==> src/rtl/core/lsnr_pkg.sv <==
// ----------------------------------------------------------------------------
// lsnr_pkg: shared types and helpers for the source NAT rewrite unit
// Beat formats on the ports and along the rule cell chain, command codes,
// prefix mask and partial header checksum helpers.
// ----------------------------------------------------------------------------
package lsnr_pkg;

    localparam int RULE_SLOTS_DEF = 64;
    localparam int ADDR_W         = 32;
    localparam int HALF_W         = 16;
    localparam int SLOT_W         = 6;
    localparam int LEN_W          = 6;
    localparam int PSUM_W         = 19;   // seven halfwords
    localparam int SUM_W          = 20;   // nine halfwords
    localparam logic [LEN_W-1:0] LEN_MAX = LEN_W'(ADDR_W);

    localparam logic CMD_WRITE = 1'b0;
    localparam logic CMD_XLATE = 1'b1;

    typedef struct packed {
        logic              command;
        logic [SLOT_W-1:0] rule_slot;
        logic [ADDR_W-1:0] rule_prefix;
        logic [LEN_W-1:0]  rule_length;
        logic [ADDR_W-1:0] rule_new_address;
        logic              rule_enable;
        logic [31:0]       hdr_word0;
        logic [31:0]       hdr_word1;
        logic [31:0]       hdr_word2;
        logic [ADDR_W-1:0] source_address;
        logic [ADDR_W-1:0] dest_address;
    } t_in_item;

    typedef struct packed {
        logic              matched;
        logic [HALF_W-1:0] header_checksum;
        logic [ADDR_W-1:0] source_address_out;
    } t_out_item;

    // One beat as it travels down the chain of rule cells.
    typedef struct packed {
        logic              valid;
        logic              cmd;
        logic [SLOT_W-1:0] slot;
        logic [ADDR_W-1:0] prefix;
        logic [LEN_W-1:0]  len;
        logic [ADDR_W-1:0] mask;
        logic [ADDR_W-1:0] target;
        logic              enable;
        logic [ADDR_W-1:0] src;
        logic [HALF_W-1:0] chk;
        logic [PSUM_W-1:0] psum;
        logic              hit;
        logic [LEN_W-1:0]  best_len;
        logic [ADDR_W-1:0] best_target;
    } t_beat;

    // Mask with the leading len bits set; len is already limited to 32.
    function automatic logic [ADDR_W-1:0] prefix_mask(input logic [LEN_W-1:0] len);
        logic [ADDR_W-1:0] ones;
        ones = '1;
        if (len >= LEN_MAX) begin
            prefix_mask = '1;
        end else begin
            prefix_mask = ~(ones >> len);
        end
    endfunction

    // Sum of the header halfwords that do not depend on the source address.
    // The checksum halfword counts as zero.
    function automatic logic [PSUM_W-1:0] header_psum(
        input logic [31:0] w0,
        input logic [31:0] w1,
        input logic [31:0] w2,
        input logic [31:0] dst
    );
        header_psum = PSUM_W'(w0[31:16]) + PSUM_W'(w0[15:0])
                    + PSUM_W'(w1[31:16]) + PSUM_W'(w1[15:0])
                    + PSUM_W'(w2[31:16])
                    + PSUM_W'(dst[31:16]) + PSUM_W'(dst[15:0]);
    endfunction

endpackage

==> src/rtl/core/lsnr_rule_cell.sv <==
// ----------------------------------------------------------------------------
// lsnr_rule_cell: one rule slot of the translation table
// Holds one rule, takes a write aimed at its slot, and improves the best
// match carried by a translate beat before handing the beat on.
// ----------------------------------------------------------------------------
module lsnr_rule_cell #(
    parameter int CELL_INDEX = 0
) (
    input  logic           i_clk,
    input  logic           i_rst_n,
    input  lsnr_pkg::t_beat i_beat,
    output lsnr_pkg::t_beat o_beat
);
    import lsnr_pkg::*;

    logic              r_rule_valid;
    logic [ADDR_W-1:0] r_prefix;
    logic [ADDR_W-1:0] r_mask;
    logic [LEN_W-1:0]  r_len;
    logic [ADDR_W-1:0] r_target;
    t_beat             r_beat;
    t_beat             n_beat;

    logic wr_here;
    logic hit_here;

    assign wr_here = i_beat.valid && (i_beat.cmd == CMD_WRITE)
                  && (int'(i_beat.slot) == CELL_INDEX);

    // Strictly longer wins, so on equal lengths the earlier slot keeps it.
    assign hit_here = r_rule_valid
                   && (((i_beat.src ^ r_prefix) & r_mask) == '0)
                   && (!i_beat.hit || (r_len > i_beat.best_len));

    always_comb begin
        n_beat = i_beat;
        if (i_beat.valid && (i_beat.cmd == CMD_XLATE) && hit_here) begin
            n_beat.hit         = 1'b1;
            n_beat.best_len    = r_len;
            n_beat.best_target = r_target;
        end
        if (!i_rst_n) begin
            n_beat.valid = 1'b0;
        end
    end

    always_ff @(posedge i_clk) begin
        if (wr_here) begin
            r_prefix <= i_beat.prefix;
            r_mask   <= i_beat.mask;
            r_len    <= i_beat.len;
            r_target <= i_beat.target;
        end
        if (!i_rst_n) begin
            r_rule_valid <= 1'b0;
        end else if (wr_here) begin
            r_rule_valid <= i_beat.enable;
        end
    end

    always_ff @(posedge i_clk) begin
        r_beat <= n_beat;
    end

    assign o_beat = r_beat;

endmodule

==> config.mk <==
export PLATFORM = sky130hd
export DESIGN_NAME = lsnr_rule_cell
export DESIGN_NICKNAME = d
export VERILOG_FILES = /design/src/rtl/core/lsnr_pkg.sv /design/src/rtl/core/lsnr_rule_cell.sv
export SDC_FILE = /design/constraint.sdc
export NUM_CORES = 1
export LEC_CHECK = 0
export BUFFER_PORTS_ARGS = -buffer_cell sky130_fd_sc_hd__buf_4
export CAP_MARGIN = 0
export CELL_PAD_IN_SITES_DETAIL_PLACEMENT = 1
export CELL_PAD_IN_SITES_GLOBAL_PLACEMENT = 1
export CORE_AREA = 2 2 168 170
export DETAILED_ROUTE_END_ITERATION = 8
export DIE_AREA = 0 0 170 172
export HOLD_SLACK_MARGIN = 0.06
export PLACE_DENSITY = 0.75
export SYNTH_ARGS = -nofsm -noshare
export SYNTH_HDL_FRONTEND = slang
export SYNTH_SLANG_ARGS = --single-unit
==> constraint.sdc <==
create_clock -name i_clk -period 8.7 [get_ports i_clk]
set_input_delay 0.87 -clock i_clk [delete_from_list [all_inputs] [get_ports i_clk]]
set_output_delay 0.87 -clock i_clk [all_outputs]
set_load 0.1 [all_outputs]
==> reports/qor.csv <==
metric,value,unit
outcome,finished clean,
fin crit period,2.78,ns
hold depth,1,
worst skew pair latency,0.50,ns
GPL Wtd Cong,0.804,
Yosys reg bits,320,
Final Max Slew Viols,0,
RSZ-0062 raised after global routing,false,
buffers added on ports,435,
PwrDens,270,nW/um^2
relative slew slack,0.283,
Critical R2R Launch,r_prefix[17],
DRC violations left,0,
core area,27500,sq um
Most used DFF post-synth,dfxtp_1,
Avg Inst Size Synth,19.4,sq um
via/cell ratio,4.15,
setup slack after layout,5.92,ns
GRT Util Overall,0.159,
vias in the first global route,5854,
H-tree levels,2,
peak supply drop,200,uV
CTS tree,built,
via count,5325,
# rows,61,
hold_buf cts,0,
Final nets,1136,
TNS Setup,0,ns
P&R area growth vs syn,55.6,%
most numerous cell in the Yosys netlist,dfxtp_1,
reg2reg setup slack,6.00,ns
first-pass GRT wire length,34100,um
area of the multi-input gates,1100,sq um
"Cell Area, Synth",8580,sq um
clock slew at reported path FFs,0.06,ns
CP Capture Type,flip-flop,
post-CTS setup buffers,0,
Reg2Reg Depth,6,
Clock Sinks,320,
arrival time worst endpoint,3.16,ns
Die H,172,um
number of synthesized flops with an enable pin,102,
Routed Antenna Nets,0,
worst r2r dst,o_beat[18],
Syn Inst Count,443,
largest net degree at the start of global routing,80,
"top cells by area, synth","dfxtp_1 (51%), edfxtp_1 (36%), mux2_2 (3.8%)",
post-CTS sizing,0,
CTS buffer count,34,
pre-CTS WS,5.38,ns
Crit path required time,9.08,ns
Initial Util,0.312,
boundary pin count,436,
Filler Cell Count,2735,
Post-Route WL,24700,um
P_leak,5.89,nW
wire per inst,19.2,um
Die Area,29200,sq um
share of layout cells above drive strength 1,0.558,
Synth top area share,0.509,
post-synthesis net count,668,
crit path from,i_beat[37],
Synth async-reset ratio,0,
HP Class,reg -> reg,
DRT Pass-1 Iters,4,
CTS max path bufs,3,
min-delay src,r_target[30],
register area,7430,sq um
Root Driver,clkbuf_16,
WS Path Type,in -> reg,
"Hold Vio Cnt, Final",0,
count of unique library cells instantiated by Yosys,29,
Yosys top cell by area,dfxtp_1,
leading cell types by count after synthesis,"dfxtp_1 (218), edfxtp_1 (102), xor2_1 (32)",
sequential share of the synthesized area,0.866,
Worst Hold Path EP,o_beat[30],
grt total ovfl,0,
Fmax,0.359,GHz
initial antenna violation count,2,
"Max FO, Critical Path",39,
Clock Skew,0.00945,ns
Final setup viols,0,
1st-iter DRT viols,263,
dpl hpwl,19100,um
worst slew pin tran,1.08,ns
overall die width,170,um
Critical Path Start Type,input pin,
warning count from the yosys run,0,
max_cap viols,0,
Final period util,0.320,
[flip-flops by register name, summed over array words and instances, names as in the netlist]
name / flops
o_beat: 217
r_mask: 32
r_prefix: 32
r_target: 32
r_len: 6
r_rule_valid: 1
[through the flow]
stage	instances	utilization	hold slack [ns]	area (sq um)	power [mW]
floorplan	443	-	0.449	8580	2.05
global placement	1221	0.446	0.451	12300	2.24
detailed placement	1221	0.446	0.460	12300	2.25
CTS	1282	0.486	0.445	13300	3.65
global route	1282	0.486	0.447	13300	3.72
finish	1283	0.486	0.471	13300	3.60
[power by group]
group | internal (mW) | switching (mW)
Sequential | 1.60 | 0.0172
Combinational | 0.142 | 0.456
Clock | 0.842 | 0.546
[kinds of logic after synthesis]
family,Yosys count,share of synthesized area
xor gates and xnor gates,32,0.0327
DFF,320,0.866
buffers and inverters,11,0.00685
muxes,39,0.0550
and+or+nand+nor,13,0.00919
AOI/OAI and AO/OA,22,0.0220
adders and majority gates,6,0.00875
[cell type report]
type                       count  share of cell area
multi-input combinational    112              0.0824
clock inverter                 6             0.00403
clock buffer                  55              0.0774
sequential                   320               0.556
timing repair buffer         436               0.245
tap                          346              0.0324
inverter                       7             0.00197
antenna                        1            0.000187
[per-layer routing]
layer,track usage,routed length (um),vias up
li1,-,-,2498
met1,0.172,9030,2534
met2,0.287,12800,247
met3,0.0552,2130,44
met4,0.0609,664,2
met5,0,16,-
[how the worst max path moves through the flow]
stage	to	slack, ns
2_1_floorplan	r_rule_valid	4.54
3_3_place_gp	o_beat[36]	5.33
3_5_place_dp	o_beat[35]	5.38
4_1_cts	o_beat[18]	5.91
5_1_grt	r_rule_valid	5.75
6_report	o_beat[18]	5.92
[placed cells by master (no fill, tap or decap), drive strengths merged, types with 5 or more instances in the layout]
cell / count
clkbuf: 55
edfxtp: 102
buf: 436
mux2: 38
ha: 6
a22o: 5
xor2: 32
inv: 8
dfxtp: 218
a221oi: 5
[worst max-delay path, cell delays in order]
cell and delay, ns:
buf_4 0.08, inv_1 0.03, ha_1 0.31, nand4_1 0.12
o21ai_0 0.39, a211o_2 0.88, mux2_2 0.43
(Power assumes the default switching activity.)
