$ cat src/rtl/core/lsnr_pkg.sv
// ----------------------------------------------------------------------------
// lsnr_pkg: shared types and helpers for the source NAT rewrite unit
// Beat formats on the ports and along the rule cell chain, command codes,
// prefix mask and partial header checksum helpers.
// ----------------------------------------------------------------------------
package lsnr_pkg;

    localparam int RULE_SLOTS_DEF = 64;
    localparam int ADDR_W         = 32;
    localparam int HALF_W         = 16;
    localparam int SLOT_W         = 6;
    localparam int LEN_W          = 6;
    localparam int PSUM_W         = 19;   // seven halfwords
    localparam int SUM_W          = 20;   // nine halfwords
    localparam logic [LEN_W-1:0] LEN_MAX = LEN_W'(ADDR_W);

    localparam logic CMD_WRITE = 1'b0;
    localparam logic CMD_XLATE = 1'b1;

    typedef struct packed {
        logic              command;
        logic [SLOT_W-1:0] rule_slot;
        logic [ADDR_W-1:0] rule_prefix;
        logic [LEN_W-1:0]  rule_length;
        logic [ADDR_W-1:0] rule_new_address;
        logic              rule_enable;
        logic [31:0]       hdr_word0;
        logic [31:0]       hdr_word1;
        logic [31:0]       hdr_word2;
        logic [ADDR_W-1:0] source_address;
        logic [ADDR_W-1:0] dest_address;
    } t_in_item;

    typedef struct packed {
        logic              matched;
        logic [HALF_W-1:0] header_checksum;
        logic [ADDR_W-1:0] source_address_out;
    } t_out_item;

    // One beat as it travels down the chain of rule cells.
    typedef struct packed {
        logic              valid;
        logic              cmd;
        logic [SLOT_W-1:0] slot;
        logic [ADDR_W-1:0] prefix;
        logic [LEN_W-1:0]  len;
        logic [ADDR_W-1:0] mask;
        logic [ADDR_W-1:0] target;
        logic              enable;
        logic [ADDR_W-1:0] src;
        logic [HALF_W-1:0] chk;
        logic [PSUM_W-1:0] psum;
        logic              hit;
        logic [LEN_W-1:0]  best_len;
        logic [ADDR_W-1:0] best_target;
    } t_beat;

    // Mask with the leading len bits set; len is already limited to 32.
    function automatic logic [ADDR_W-1:0] prefix_mask(input logic [LEN_W-1:0] len);
        logic [ADDR_W-1:0] ones;
        ones = '1;
        if (len >= LEN_MAX) begin
            prefix_mask = '1;
        end else begin
            prefix_mask = ~(ones >> len);
        end
    endfunction

    // Sum of the header halfwords that do not depend on the source address.
    // The checksum halfword counts as zero.
    function automatic logic [PSUM_W-1:0] header_psum(
        input logic [31:0] w0,
        input logic [31:0] w1,
        input logic [31:0] w2,
        input logic [31:0] dst
    );
        header_psum = PSUM_W'(w0[31:16]) + PSUM_W'(w0[15:0])
                    + PSUM_W'(w1[31:16]) + PSUM_W'(w1[15:0])
                    + PSUM_W'(w2[31:16])
                    + PSUM_W'(dst[31:16]) + PSUM_W'(dst[15:0]);
    endfunction

endpackage

$ cat src/rtl/core/lsnr_csum_out.sv
// ----------------------------------------------------------------------------
// lsnr_csum_out: checksum finish and result register
// On a hit, adds the chosen source address to the partial header sum, folds
// and inverts it; a miss passes through. One result per translate beat.
// ----------------------------------------------------------------------------
module lsnr_csum_out (
    input  logic                i_clk,
    input  logic                i_rst_n,
    input  lsnr_pkg::t_beat     i_beat,
    output logic                o_valid,
    output lsnr_pkg::t_out_item o_result
);
    import lsnr_pkg::*;

    logic [SUM_W-1:0]  sum;
    logic [HALF_W:0]   fold1;
    logic [HALF_W-1:0] fold2;
    logic              r_valid;
    t_out_item         r_result;
    t_out_item         n_result;

    always_comb begin
        sum   = SUM_W'(i_beat.psum) + SUM_W'(i_beat.best_target[31:16])
              + SUM_W'(i_beat.best_target[15:0]);
        fold1 = (HALF_W+1)'(sum[HALF_W-1:0]) + (HALF_W+1)'(sum[SUM_W-1:HALF_W]);
        fold2 = fold1[HALF_W-1:0] + HALF_W'(fold1[HALF_W]);
        if (i_beat.hit) begin
            n_result.matched            = 1'b1;
            n_result.header_checksum    = ~fold2;
            n_result.source_address_out = i_beat.best_target;
        end else begin
            n_result.matched            = 1'b0;
            n_result.header_checksum    = i_beat.chk;
            n_result.source_address_out = i_beat.src;
        end
    end

    always_ff @(posedge i_clk) begin
        r_result <= n_result;
        if (!i_rst_n) begin
            r_valid <= 1'b0;
        end else begin
            r_valid <= i_beat.valid && (i_beat.cmd == CMD_XLATE);
        end
    end

    assign o_valid  = r_valid;
    assign o_result = r_result;

endmodule

$ cat config.mk
export PLATFORM = sky130hd
export DESIGN_NAME = lsnr_csum_out
export DESIGN_NICKNAME = d
export VERILOG_FILES = /design/src/rtl/core/lsnr_pkg.sv /design/src/rtl/core/lsnr_csum_out.sv
export SDC_FILE = /design/constraint.sdc
export NUM_CORES = 1
export LEC_CHECK = 0
export ABC_AREA = 1
export BUFFER_PORTS_ARGS = -buffer_cell sky130_fd_sc_hd__buf_2
export CORE_ASPECT_RATIO = 1.1
export CORE_MARGIN = 5
export CORE_UTILIZATION = 25
export CTS_CLUSTER_DIAMETER = 200
export CTS_CLUSTER_SIZE = 30
export DETAILED_ROUTE_END_ITERATION = 6
export PLACE_DENSITY = 0.53
export SLEW_MARGIN = 40
export SYNTH_ARGS = -nofsm -noshare
export SYNTH_HDL_FRONTEND = slang
export SYNTH_SLANG_ARGS = --single-unit
$ cat constraint.sdc
create_clock -name i_clk -period 6.1 [get_ports i_clk]
set_clock_uncertainty 0.1 [all_clocks]
set_input_delay 1.22 -clock i_clk [delete_from_list [all_inputs] [get_ports i_clk]]
set_output_delay 1.22 -clock i_clk [all_outputs]
set_load 0.03 [all_outputs]
==> results of run 1 <==
## registers in the layout, indices dropped and copies added (netlist names)
register,count
o_result,49
o_valid,1
## power by group through the flow
| stage | registers, mW | clock network [mW] | logic, mW |
|---|---|---|---|
| 2_1_floorplan | 0.485 | 0 | 0.465 |
| 4_1_cts | 0.380 | 0.301 | 0.891 |
| 3_3_place_gp | 0.387 | 0 | 0.871 |
| 6_report | 0.380 | 0.289 | 1.00 |
| 5_1_grt | 0.385 | 0.310 | 1.12 |
| 3_5_place_dp | 0.388 | 0 | 0.872 |
## layout make-up
class | instances | area (sq um) | share of cell area
sequential | 50 | 1000 | 0.169
clock inverter | 3 | 23.8 | 0.00400
inverter | 59 | 221 | 0.0373
multi-input combinational | 431 | 2830 | 0.476
clock buffer | 5 | 125 | 0.0211
timing repair buffer | 247 | 1500 | 0.252
antenna | 1 | 2.50 | 0.000421
tap | 192 | 240 | 0.0404
## kinds of logic after synthesis
| group | share of synthesized area |
|---|---|
| simple gates | 0.410 |
| buf+inv | 0.0718 |
| flops | 0.270 |
| compound gates | 0.0607 |
| fa+ha+maj | 0.171 |
| xor+xnor | 0.0165 |
## stage by stage
step	hold WS (ps)	power (mW)	setup slack, ps	TNS (ps)	area (sq um)
detailed placement	1310	1.26	-684	-5540	5220
global route	997	1.81	-186	-931	5940
global placement	1310	1.26	-698	-5670	5220
floorplan	1150	0.950	17.5	0	3720
CTS	988	1.57	6.97	0	5480
finish	998	1.67	146	0	5940
## worst max-delay path: cells and delay by family
kind,cells,cell delay (ps)
simple gates,13,1360
xor+xnor,1,170
fa+ha+maj,5,1600
compound gates,4,650
buf+inv,13,1110
## routing by layer
layer | vias to the layer above | wire, microns | part of all wire
li1 | 2222 | - | -
met1 | 1785 | 5750 | 0.47
met2 | 122 | 5480 | 0.45
met3 | 9 | 845 | 0.069
met4 | 2 | 150 | 0.012
met5 | - | 13 | 0.0011
## cells in the final DEF (no fill, tap or decap), drive strengths merged
master    instances
clkinvlp          2
o21ai            14
nand3            47
clkinv            1
nor2             50
diode             1
fa               18
nand4             8
o21bai            2
dfxtp            50
ha               22
inv              59
a21boi            2
a31oi             8
or2               1
a21oi            15
buf             247
and3              1
and2              1
clkbuf            5
xnor2             4
nand2           235
xor2              3
## worst paths after layout
| check | to | slack [ps] | start | depth (start not counted) |
|---|---|---|---|---|
| worst max-delay path | o_result[35]$_DFF_P_ | 150 | i_beat[48] | 36 |
| worst min-delay path | o_result[8]$_DFF_P_ | 1000 | i_beat[82] | 3 |
## timing repair
action	4_1_cts	5_1_grt
hold buffers	0	0
resized for setup	12	71
cloned	0	0
buffers inserted	9	13
pin swaps	6	54
setup endpoints to repair	9	10
==> run_summary.xml, run 1 <==
<?xml version="1.0" encoding="UTF-8"?>
<metrics>
  <group name="outcome">
    <metric name="outcome" unit="">complete, no violations</metric>
  </group>
  <group name="timing">
    <metric name="fmaxAchievable" unit="MHz">168</metric>
    <metric name="worstMarginPinSlew" unit="ps">570</metric>
    <metric name="min_period_over_period" unit="">0.976</metric>
    <metric name="setup_viol" unit="">0</metric>
    <metric name="report.final.hold_viol_count" unit="">0</metric>
    <metric name="slew_headroom" unit="">0.620</metric>
    <metric name="count_of_pins_over_their_slew_limit" unit="">0</metric>
    <metric name="grt_setup_unrepaired" unit="">true</metric>
    <metric name="timing.final.crit_period" unit="ps">5950</metric>
  </group>
  <group name="setup_path">
    <metric name="worst-path-max-fanout" unit="">3</metric>
    <metric name="crit_arrival" unit="ps">6080</metric>
    <metric name="crit_slowest_cell" unit="">sky130_fd_sc_hd__fa_1</metric>
    <metric name="worst_path_most_repeated_cell" unit="">sky130_fd_sc_hd__buf_4</metric>
    <metric name="setup.worst_path.start_class" unit="">input port</metric>
    <metric name="crit_path_max_incr_delay" unit="ps">590</metric>
    <metric name="worst_setup_path_end_kind" unit="">flop</metric>
    <metric name="worst_ep_required_time" unit="ps">6220</metric>
    <metric name="timing_worst_setup_path_type" unit="">in -&gt; reg</metric>
  </group>
  <group name="clock_tree">
    <metric name="tritoncts" unit="">done</metric>
    <metric name="ctsRootBufferMaster" unit="">sky130_fd_sc_hd__clkbuf_16</metric>
    <metric name="tritoncts_num_sinks" unit="">50</metric>
    <metric name="numCtsBuffers" unit="">5</metric>
    <metric name="clock_path_buffers" unit="">2</metric>
    <metric name="path_clk_slew" unit="ps">70</metric>
    <metric name="cts.htree.levels" unit="">2</metric>
  </group>
  <group name="final_layout">
    <metric name="layout-drive-gt1-share" unit="">0.445</metric>
    <metric name="flow.area_growth_from_synthesis" unit="%">60.0</metric>
    <metric name="fillers" unit="">1588</metric>
    <metric name="finalNonFillerCells" unit="">988</metric>
    <metric name="utilization" unit="">0.410</metric>
    <metric name="final_nets" unit="">1053</metric>
  </group>
  <group name="floorplan">
    <metric name="pin_count" unit="">269</metric>
    <metric name="die_y" unit="microns">138</metric>
    <metric name="core_region_area" unit="sq um">14500</metric>
    <metric name="initial_core_util" unit="">0.256</metric>
    <metric name="dieArea" unit="sq um">17400</metric>
    <metric name="floorplan.rows" unit="">46</metric>
    <metric name="die_w" unit="microns">126</metric>
  </group>
  <group name="routing">
    <metric name="drt_drc_violations_left" unit="">0</metric>
    <metric name="dr_total_vias" unit="">4140</metric>
    <metric name="detailedRoute.firstPassIterationCount" unit="">4</metric>
    <metric name="dr.first_iter.drc_count" unit="">124</metric>
    <metric name="drt.antenna.violating_nets" unit="">0</metric>
    <metric name="vias_per_cell" unit="">4.19</metric>
    <metric name="wl_per_cell" unit="microns">12.4</metric>
    <metric name="drt-total-wl" unit="microns">12200</metric>
  </group>
  <group name="global_routing">
    <metric name="number_of_antenna_violations_at_the_first_check_in_global_routing" unit="">2</metric>
    <metric name="global_route.usage.total" unit="">0.137</metric>
    <metric name="grt_overflow_total" unit="">0</metric>
    <metric name="grt_pass1_wl" unit="microns">19400</metric>
    <metric name="global_route.usage.met2" unit="">0.228</metric>
    <metric name="largest_net_degree_at_the_start_of_global_routing" unit="">55</metric>
    <metric name="groute.layer.met1.usage" unit="">0.174</metric>
    <metric name="grt_pass1_vias" unit="">4229</metric>
    <metric name="global_route.peak_usage_layer" unit="">met2</metric>
    <metric name="grtUsageMet3" unit="">0.0399</metric>
  </group>
  <group name="placed_design">
    <metric name="port_buffers" unit="">153</metric>
    <metric name="placed_cells" unit="">957</metric>
    <metric name="place.gp.congestion" unit="">0.773</metric>
    <metric name="dpl.hpwl" unit="microns">9810</metric>
  </group>
  <group name="power">
    <metric name="switching_power" unit="mW">0.735</metric>
    <metric name="cellLeakagePower" unit="nW">3.11</metric>
    <metric name="power-per-cell-area" unit="nW/um^2">281</metric>
    <metric name="p_sw_frac" unit="">0.441</metric>
    <metric name="clockPowerShare" unit="">0.173</metric>
    <metric name="power.ir.vdd_worst" unit="mV">0.110</metric>
    <metric name="internal_power" unit="mW">0.933</metric>
    <metric name="pwr-share-seq" unit="">0.228</metric>
    <metric name="logic_pwr_share" unit="">0.599</metric>
  </group>
  <group name="logic_synthesis">
    <metric name="netlist.top_cell.by_area" unit="">sky130_fd_sc_hd__dfxtp_1</metric>
    <metric name="most_repeated_cell_in_the_gate_level_netlist_after_synthesis" unit="">sky130_fd_sc_hd__nand2_1</metric>
    <metric name="dominantRegCellSynth" unit="">sky130_fd_sc_hd__dfxtp_1</metric>
    <metric name="synthesis.yosys.warnings" unit="">0</metric>
    <metric name="avgSynthCellArea" unit="sq um">6.75</metric>
    <metric name="synth.lib_cells_used.distinct" unit="">30</metric>
    <metric name="synth_top_cell_area_share" unit="">0.270</metric>
    <metric name="yosys_register_bits" unit="">50</metric>
    <metric name="synth-edff-count" unit="">0</metric>
    <metric name="netlist_top_cells_count" unit="">225 x sky130_fd_sc_hd__nand2_1, 56 x sky130_fd_sc_hd__inv_1, 50 x sky130_fd_sc_hd__dfxtp_1</metric>
    <metric name="synthesis.instances" unit="">550</metric>
    <metric name="async_reset_ff_frac" unit="">0</metric>
    <metric name="synthesis.area" unit="sq um">3710</metric>
    <metric name="synth_seq_area_share" unit="">0.270</metric>
    <metric name="syn-num-nets" unit="">809</metric>
    <metric name="ys_top_cells_by_area" unit="">sky130_fd_sc_hd__dfxtp_1 27%, sky130_fd_sc_hd__nand2_1 23%, sky130_fd_sc_hd__fa_1 9.7%, sky130_fd_sc_hd__ha_1 7.4%, sky130_fd_sc_hd__inv_1 5.7%</metric>
  </group>
  <group name="hold_path">
    <metric name="holdCritPathClass" unit="">in -&gt; reg</metric>
  </group>
  <group name="run">
    <metric name="maxCapViolations" unit="">0</metric>
  </group>
</metrics>
Note: power is estimated with default switching activity, not from simulation.
==> inputs of run 2 (changes only) <==
- CORE_ASPECT_RATIO: 1.1 -> 1.75
- PLACE_DENSITY: 0.53 -> 0.59
==> run 2 against run 1 <==
Compared with the run above: via count grew 0.60%; routed wire length fell by 2.4%; hold slack improved by 2.1 ps; final area grew 0.36%; non-clock buffer count increased by 1; sequential power about the same; largest cell class unchanged.
==> run_summary.xml, run 2 (same netlist as run 1, synthesis figures left out) <==
<?xml version="1.0" encoding="UTF-8"?>
<metrics>
  <group name="outcome">
    <metric name="outcome" unit="">complete, no violations</metric>
  </group>
  <group name="routing">
    <metric name="detailedRoute.firstPassIterationCount" unit="">4</metric>
    <metric name="drt-total-wl" unit="microns">11900</metric>
    <metric name="drt_drc_violations_left" unit="">0</metric>
    <metric name="wl_per_cell" unit="microns">12.2</metric>
    <metric name="dr.first_iter.drc_count" unit="">104</metric>
    <metric name="drt.antenna.violating_nets" unit="">0</metric>
    <metric name="dr_total_vias" unit="">4165</metric>
    <metric name="vias_per_cell" unit="">4.25</metric>
  </group>
  <group name="setup_path">
    <metric name="worstSetupStartpoint" unit="">i_beat[13]</metric>
    <metric name="worst_setup_path_end_kind" unit="">flop</metric>
    <metric name="worst_path_most_repeated_cell" unit="">sky130_fd_sc_hd__nand3_2</metric>
    <metric name="worst_ep_required_time" unit="ps">6190</metric>
    <metric name="timing_worst_setup_path_type" unit="">in -&gt; reg</metric>
    <metric name="crit_arrival" unit="ps">6100</metric>
    <metric name="setup.worst_path.start_class" unit="">input port</metric>
    <metric name="worst-path-max-fanout" unit="">4</metric>
    <metric name="crit_path_max_incr_delay" unit="ps">600</metric>
    <metric name="crit_slowest_cell" unit="">sky130_fd_sc_hd__fa_1</metric>
  </group>
  <group name="floorplan">
    <metric name="initial_core_util" unit="">0.251</metric>
    <metric name="pin_count" unit="">269</metric>
    <metric name="dieArea" unit="sq um">17500</metric>
    <metric name="core_region_area" unit="sq um">14800</metric>
    <metric name="die_w" unit="microns">102</metric>
    <metric name="floorplan.rows" unit="">59</metric>
    <metric name="die_y" unit="microns">171</metric>
  </group>
  <group name="power">
    <metric name="switching_power" unit="mW">0.730</metric>
    <metric name="logic_pwr_share" unit="">0.592</metric>
    <metric name="cellLeakagePower" unit="nW">3.12</metric>
    <metric name="internal_power" unit="mW">0.956</metric>
    <metric name="power.ir.vdd_worst" unit="mV">0.120</metric>
    <metric name="p_total" unit="mW">1.69</metric>
    <metric name="power-per-cell-area" unit="nW/um^2">283</metric>
    <metric name="p_sw_frac" unit="">0.433</metric>
    <metric name="clockPowerShare" unit="">0.183</metric>
    <metric name="pwr-share-seq" unit="">0.226</metric>
  </group>
  <group name="placed_design">
    <metric name="port_buffers" unit="">153</metric>
    <metric name="dpl.hpwl" unit="microns">9550</metric>
    <metric name="place.gp.congestion" unit="">0.833</metric>
    <metric name="post-place-ws" unit="ps">-814</metric>
  </group>
  <group name="global_routing">
    <metric name="number_of_antenna_violations_at_the_first_check_in_global_routing" unit="">0</metric>
    <metric name="largest_net_degree_at_the_start_of_global_routing" unit="">55</metric>
    <metric name="grt_pass1_vias" unit="">4048</metric>
    <metric name="global_route.usage.total" unit="">0.132</metric>
    <metric name="grt_pass1_wl" unit="microns">18300</metric>
    <metric name="grt_overflow_total" unit="">0</metric>
  </group>
  <group name="final_layout">
    <metric name="final_nets" unit="">1054</metric>
    <metric name="mostFrequentLayoutCell" unit="">sky130_fd_sc_hd__nand2_1</metric>
    <metric name="flow.area_growth_from_synthesis" unit="%">60.6</metric>
    <metric name="largest_register_ffs" unit="">49</metric>
    <metric name="layout-drive-gt1-share" unit="">0.448</metric>
    <metric name="final_cell_mix" unit="">210 x sky130_fd_sc_hd__nand2_1, 150 x sky130_fd_sc_hd__buf_2, 95 x sky130_fd_sc_hd__buf_4</metric>
    <metric name="antenna-diode-count" unit="">0</metric>
  </group>
  <group name="timing">
    <metric name="setup_viol" unit="">0</metric>
    <metric name="fmaxAchievable" unit="MHz">166</metric>
    <metric name="layout_setup_ws" unit="ps">82.7</metric>
    <metric name="fin_tns_setup" unit="ps">0</metric>
    <metric name="timing.final.crit_period" unit="ps">6020</metric>
    <metric name="report.final.hold_viol_count" unit="">0</metric>
    <metric name="whs" unit="ps">1000</metric>
    <metric name="grt_setup_unrepaired" unit="">true</metric>
    <metric name="slew_headroom" unit="">0.589</metric>
    <metric name="worstMarginPinSlew" unit="ps">612</metric>
    <metric name="min_period_over_period" unit="">0.986</metric>
    <metric name="count_of_pins_over_their_slew_limit" unit="">0</metric>
  </group>
  <group name="clock_tree">
    <metric name="clock_path_buffers" unit="">2</metric>
    <metric name="ctsRootBufferMaster" unit="">sky130_fd_sc_hd__clkbuf_16</metric>
    <metric name="cts.htree.levels" unit="">2</metric>
    <metric name="tritoncts_num_sinks" unit="">50</metric>
    <metric name="tritoncts" unit="">done</metric>
    <metric name="path_clk_slew" unit="ps">70</metric>
    <metric name="numCtsBuffers" unit="">5</metric>
    <metric name="postCtsHoldBufs" unit="">0</metric>
  </group>
  <group name="hold_path">
    <metric name="hold_crit_start" unit="">i_beat[83]</metric>
    <metric name="hold_path_end" unit="">o_result[9]$_DFF_P_</metric>
    <metric name="min_path_cells" unit="">3</metric>
    <metric name="holdCritPathClass" unit="">in -&gt; reg</metric>
  </group>
  <group name="run">
    <metric name="maxCapViolations" unit="">0</metric>
  </group>
</metrics>
run 2: cell types whose count changed in the layout (fill, tap and decap cells not counted), sizes merged:
cell,before,now
buf,247,248
clkbuf,5,7
clkinvlp,2,0
clkinv,1,2
inv,59,58
diode,1,0
run 2: repair_timing:
action                     in CTS  in global routing
setup endpoints to repair      10                  9
pin swaps                      33                 47
resized for setup              35                 50
setup buffers                  20                  4
run 2: how the worst max path moves through the flow:
stage	endpoint	cells after the start	slack [ps]
global placement	o_result[47]$_DFF_P_	31	-790
detailed placement	o_result[47]$_DFF_P_	31	-810
CTS	o_result[46]$_DFF_P_	35	5
finish	o_result[47]$_DFF_P_	32	80
global route	o_result[47]$_DFF_P_	32	-190
floorplan	o_result[46]$_DFF_P_	31	20
run 2: layer usage:
metal  global-route usage  vias to the layer above  part of all wire
met5                    0                        -                 0
met4               0.0440                        0             0.022
met3               0.0276                       15             0.077
met2                0.239                      140              0.50
met1                0.153                     1795              0.40
li1                     -                     2215                 -
run 2: cell type report:
cell class / count / area (sq um)
Clock buffer: 7 / 153
Clock inverter: 1 / 8.76
Sequential cell: 50 / 1000
Inverter: 59 / 221
Tap cell: 183 / 229
Timing Repair Buffer: 248 / 1500
Multi-Input combinational cell: 431 / 2850
Fill cell: 1592 / 8800
run 2: power by group through the flow:
stage	registers (mW)	logic (mW)	clock network (mW)
detailed placement	0.388	0.867	0
global route	0.385	1.11	0.328
CTS	0.381	0.934	0.320
global placement	0.387	0.862	0
floorplan	0.485	0.465	0
finish	0.380	0.997	0.308
run 2: worst max-delay path: cells and delay by family:
kind / cells / cell delay, ps
AO/OA/AOI/OAI: 4 / 660
XOR/XNOR: 1 / 200
adder cells (fa/ha/maj): 5 / 1610
buffers and inverters: 2 / 160
AND/OR/NAND/NOR: 20 / 2240
run 2: through the flow:
step	instance area, sq um	instances	utilization
global route	5960	979	0.404
detailed placement	5200	947	0.352
finish	5960	979	0.404
floorplan	3720	550	-
CTS	5690	975	0.385
global placement	5200	947	0.352
==> inputs of run 3 (changes only) <==
- CTS_BUF_LIST: not set -> sky130_fd_sc_hd__clkbuf_16
- RECOVER_POWER: not set -> 25
==> run 3 against run 2 <==
Compared with the run above: fmax about the same; sequential power hardly changed; sequential cell count is the same; critical path depth did not move; first-iteration DRC count down 15%; clock power decreased by 8.4%; hold slack better by 1.4 ps; power shrank 1.5%; via count hardly changed; final area down 0.34%; clock-buffer cell count decreased by 2; critical path type unchanged; largest cell class unchanged.
==> run_summary.xml, run 3 (same netlist as run 1, synthesis figures left out) <==
<?xml version="1.0" encoding="UTF-8"?>
<metrics>
  <group name="power">
    <metric name="cellLeakagePower" unit="nW">3.11</metric>
    <metric name="pwr-share-seq" unit="">0.229</metric>
    <metric name="p_sw_frac" unit="">0.439</metric>
    <metric name="logic_pwr_share" unit="">0.601</metric>
    <metric name="clockPowerShare" unit="">0.170</metric>
    <metric name="power-per-cell-area" unit="nW/um^2">279</metric>
    <metric name="switching_power" unit="mW">0.729</metric>
    <metric name="internal_power" unit="mW">0.931</metric>
    <metric name="power.ir.vdd_worst" unit="mV">0.120</metric>
  </group>
  <group name="floorplan">
    <metric name="die_y" unit="microns">171</metric>
    <metric name="pin_count" unit="">269</metric>
    <metric name="die_w" unit="microns">102</metric>
    <metric name="dieArea" unit="sq um">17500</metric>
    <metric name="core_region_area" unit="sq um">14800</metric>
    <metric name="initial_core_util" unit="">0.251</metric>
    <metric name="floorplan.rows" unit="">59</metric>
  </group>
  <group name="timing">
    <metric name="report.final.hold_viol_count" unit="">0</metric>
    <metric name="setup_viol" unit="">0</metric>
    <metric name="count_of_pins_over_their_slew_limit" unit="">0</metric>
    <metric name="slew_headroom" unit="">0.590</metric>
    <metric name="fmaxAchievable" unit="MHz">166</metric>
    <metric name="grt_setup_unrepaired" unit="">true</metric>
    <metric name="worstMarginPinSlew" unit="ps">611</metric>
    <metric name="min_period_over_period" unit="">0.987</metric>
    <metric name="whs" unit="ps">1000</metric>
    <metric name="timing.final.crit_period" unit="ps">6020</metric>
  </group>
  <group name="final_layout">
    <metric name="layout-drive-gt1-share" unit="">0.446</metric>
    <metric name="antenna-diode-count" unit="">0</metric>
    <metric name="seqCellArea" unit="sq um">1000</metric>
    <metric name="largest_register_ffs" unit="">49</metric>
    <metric name="utilization" unit="">0.402</metric>
    <metric name="area_occupied_by_multi_input_gates" unit="sq um">2850</metric>
    <metric name="fillers" unit="">1593</metric>
    <metric name="final_nets" unit="">1054</metric>
    <metric name="mostFrequentLayoutCell" unit="">sky130_fd_sc_hd__nand2_1</metric>
    <metric name="final_cell_mix" unit="">210 x sky130_fd_sc_hd__nand2_1, 150 x sky130_fd_sc_hd__buf_2, 95 x sky130_fd_sc_hd__buf_4</metric>
    <metric name="flow.area_growth_from_synthesis" unit="%">60.0</metric>
  </group>
  <group name="clock_tree">
    <metric name="postCtsHoldBufs" unit="">0</metric>
    <metric name="numCtsBuffers" unit="">5</metric>
    <metric name="cts.htree.levels" unit="">2</metric>
    <metric name="path_clk_slew" unit="ps">70</metric>
    <metric name="tritoncts_num_sinks" unit="">50</metric>
    <metric name="ctsRootBufferMaster" unit="">sky130_fd_sc_hd__clkbuf_16</metric>
    <metric name="tritoncts" unit="">done</metric>
    <metric name="clock_path_buffers" unit="">2</metric>
  </group>
  <group name="routing">
    <metric name="detailedRoute.firstPassIterationCount" unit="">4</metric>
    <metric name="dr_total_vias" unit="">4163</metric>
    <metric name="vias_per_cell" unit="">4.25</metric>
    <metric name="wl_per_cell" unit="microns">12.2</metric>
    <metric name="drt.antenna.violating_nets" unit="">0</metric>
    <metric name="dr.first_iter.drc_count" unit="">88</metric>
    <metric name="drt_drc_violations_left" unit="">0</metric>
    <metric name="drt-total-wl" unit="microns">11900</metric>
  </group>
  <group name="global_routing">
    <metric name="grt_pass1_wl" unit="microns">18200</metric>
    <metric name="number_of_antenna_violations_at_the_first_check_in_global_routing" unit="">0</metric>
    <metric name="grt_overflow_total" unit="">0</metric>
    <metric name="grt_pass1_vias" unit="">4044</metric>
    <metric name="largest_net_degree_at_the_start_of_global_routing" unit="">55</metric>
    <metric name="global_route.usage.total" unit="">0.132</metric>
  </group>
  <group name="setup_path">
    <metric name="worst_path_most_repeated_cell" unit="">sky130_fd_sc_hd__nand3_2</metric>
    <metric name="worst_ep_required_time" unit="ps">6190</metric>
    <metric name="crit_path_max_incr_delay" unit="ps">600</metric>
    <metric name="setup.worst_path.start_class" unit="">input port</metric>
    <metric name="worst-path-max-fanout" unit="">4</metric>
    <metric name="timing_worst_setup_path_type" unit="">in -&gt; reg</metric>
    <metric name="crit_slowest_cell" unit="">sky130_fd_sc_hd__fa_1</metric>
    <metric name="worst_setup_path_end_kind" unit="">flop</metric>
    <metric name="crit_arrival" unit="ps">6100</metric>
  </group>
  <group name="hold_path">
    <metric name="holdCritPathClass" unit="">in -&gt; reg</metric>
    <metric name="hold_crit_start" unit="">i_beat[83]</metric>
    <metric name="min_path_cells" unit="">3</metric>
    <metric name="hold_path_end" unit="">o_result[9]$_DFF_P_</metric>
  </group>
  <group name="placed_design">
    <metric name="dpl.hpwl" unit="microns">9550</metric>
    <metric name="place.gp.congestion" unit="">0.833</metric>
    <metric name="port_buffers" unit="">153</metric>
  </group>
  <group name="outcome">
    <metric name="outcome" unit="">complete, no violations</metric>
  </group>
  <group name="run">
    <metric name="maxCapViolations" unit="">0</metric>
  </group>
</metrics>
[run 3: cell types whose count changed in the layout (fill, tap and decap cells not counted)]
cell | before | now
sky130_fd_sc_hd__clkbuf_8 | 2 | 0
sky130_fd_sc_hd__clkinv_1 | 1 | 3
[run 3: repair_timing]
action,in CTS,in global routing
cloned,0,0
endpoints found under the hold margin,0,0
setup buffers,20,4
gates resized for setup,35,50
setup endpoints to repair,10,9
pin swaps,33,47
[run 3: layout make-up]
type                    count  share of cell area
well taps                 183              0.0385
clock inverters             3             0.00274
inverters                  59              0.0373
flip-flops and latches     50               0.168
repair buffers            248               0.252
clock buffers               5              0.0211
multi-input cells         431               0.480
[run 3: how the worst max path moves through the flow]
stage                     startpoint  slack (ps)                   end  depth (start not counted)
after floorplan            i_beat[1]          20  o_result[46]$_DFF_P_                         31
after global placement     i_beat[1]        -790  o_result[47]$_DFF_P_                         31
after detailed placement   i_beat[1]        -810  o_result[47]$_DFF_P_                         31
after CTS                 i_beat[43]           5  o_result[46]$_DFF_P_                         35
after global routing      i_beat[13]        -190  o_result[47]$_DFF_P_                         32
final                     i_beat[13]          80  o_result[47]$_DFF_P_                         32
[run 3: per-layer routing]
layer	up-vias	GRT usage	share of wire
li1	2216	-	-
met1	1791	0.153	0.40
met2	142	0.238	0.50
met3	14	0.0276	0.077
met4	0	0.0440	0.022
met5	-	0	0
[run 3: through the flow]
step	setup slack (ps)	instances	power (mW)	instance area (sq um)	TNS [ps]
after detailed placement	-814	947	1.26	5200	-6820
after global routing	-193	979	1.80	5940	-884
final	81.9	979	1.66	5940	0
after CTS	4.91	975	1.61	5670	0
after global placement	-789	947	1.25	5200	-6340
after floorplan	17.5	550	0.950	3720	0
[run 3: power by group through the flow]
stage	Combinational, mW	Clock, mW	Sequential, mW
5_1_grt	1.11	0.302	0.385
6_report	0.997	0.282	0.380
4_1_cts	0.934	0.294	0.381
2_1_floorplan	0.465	0	0.485
3_3_place_gp	0.862	0	0.387
3_5_place_dp	0.867	0	0.388
[run 3: critical path, delay by kind of cell]
kind	cells	cell delay (ps)
xor+xnor	1	200
fa+ha+maj	5	1610
compound gates	4	660
simple gates	20	2240
buf+inv	2	160
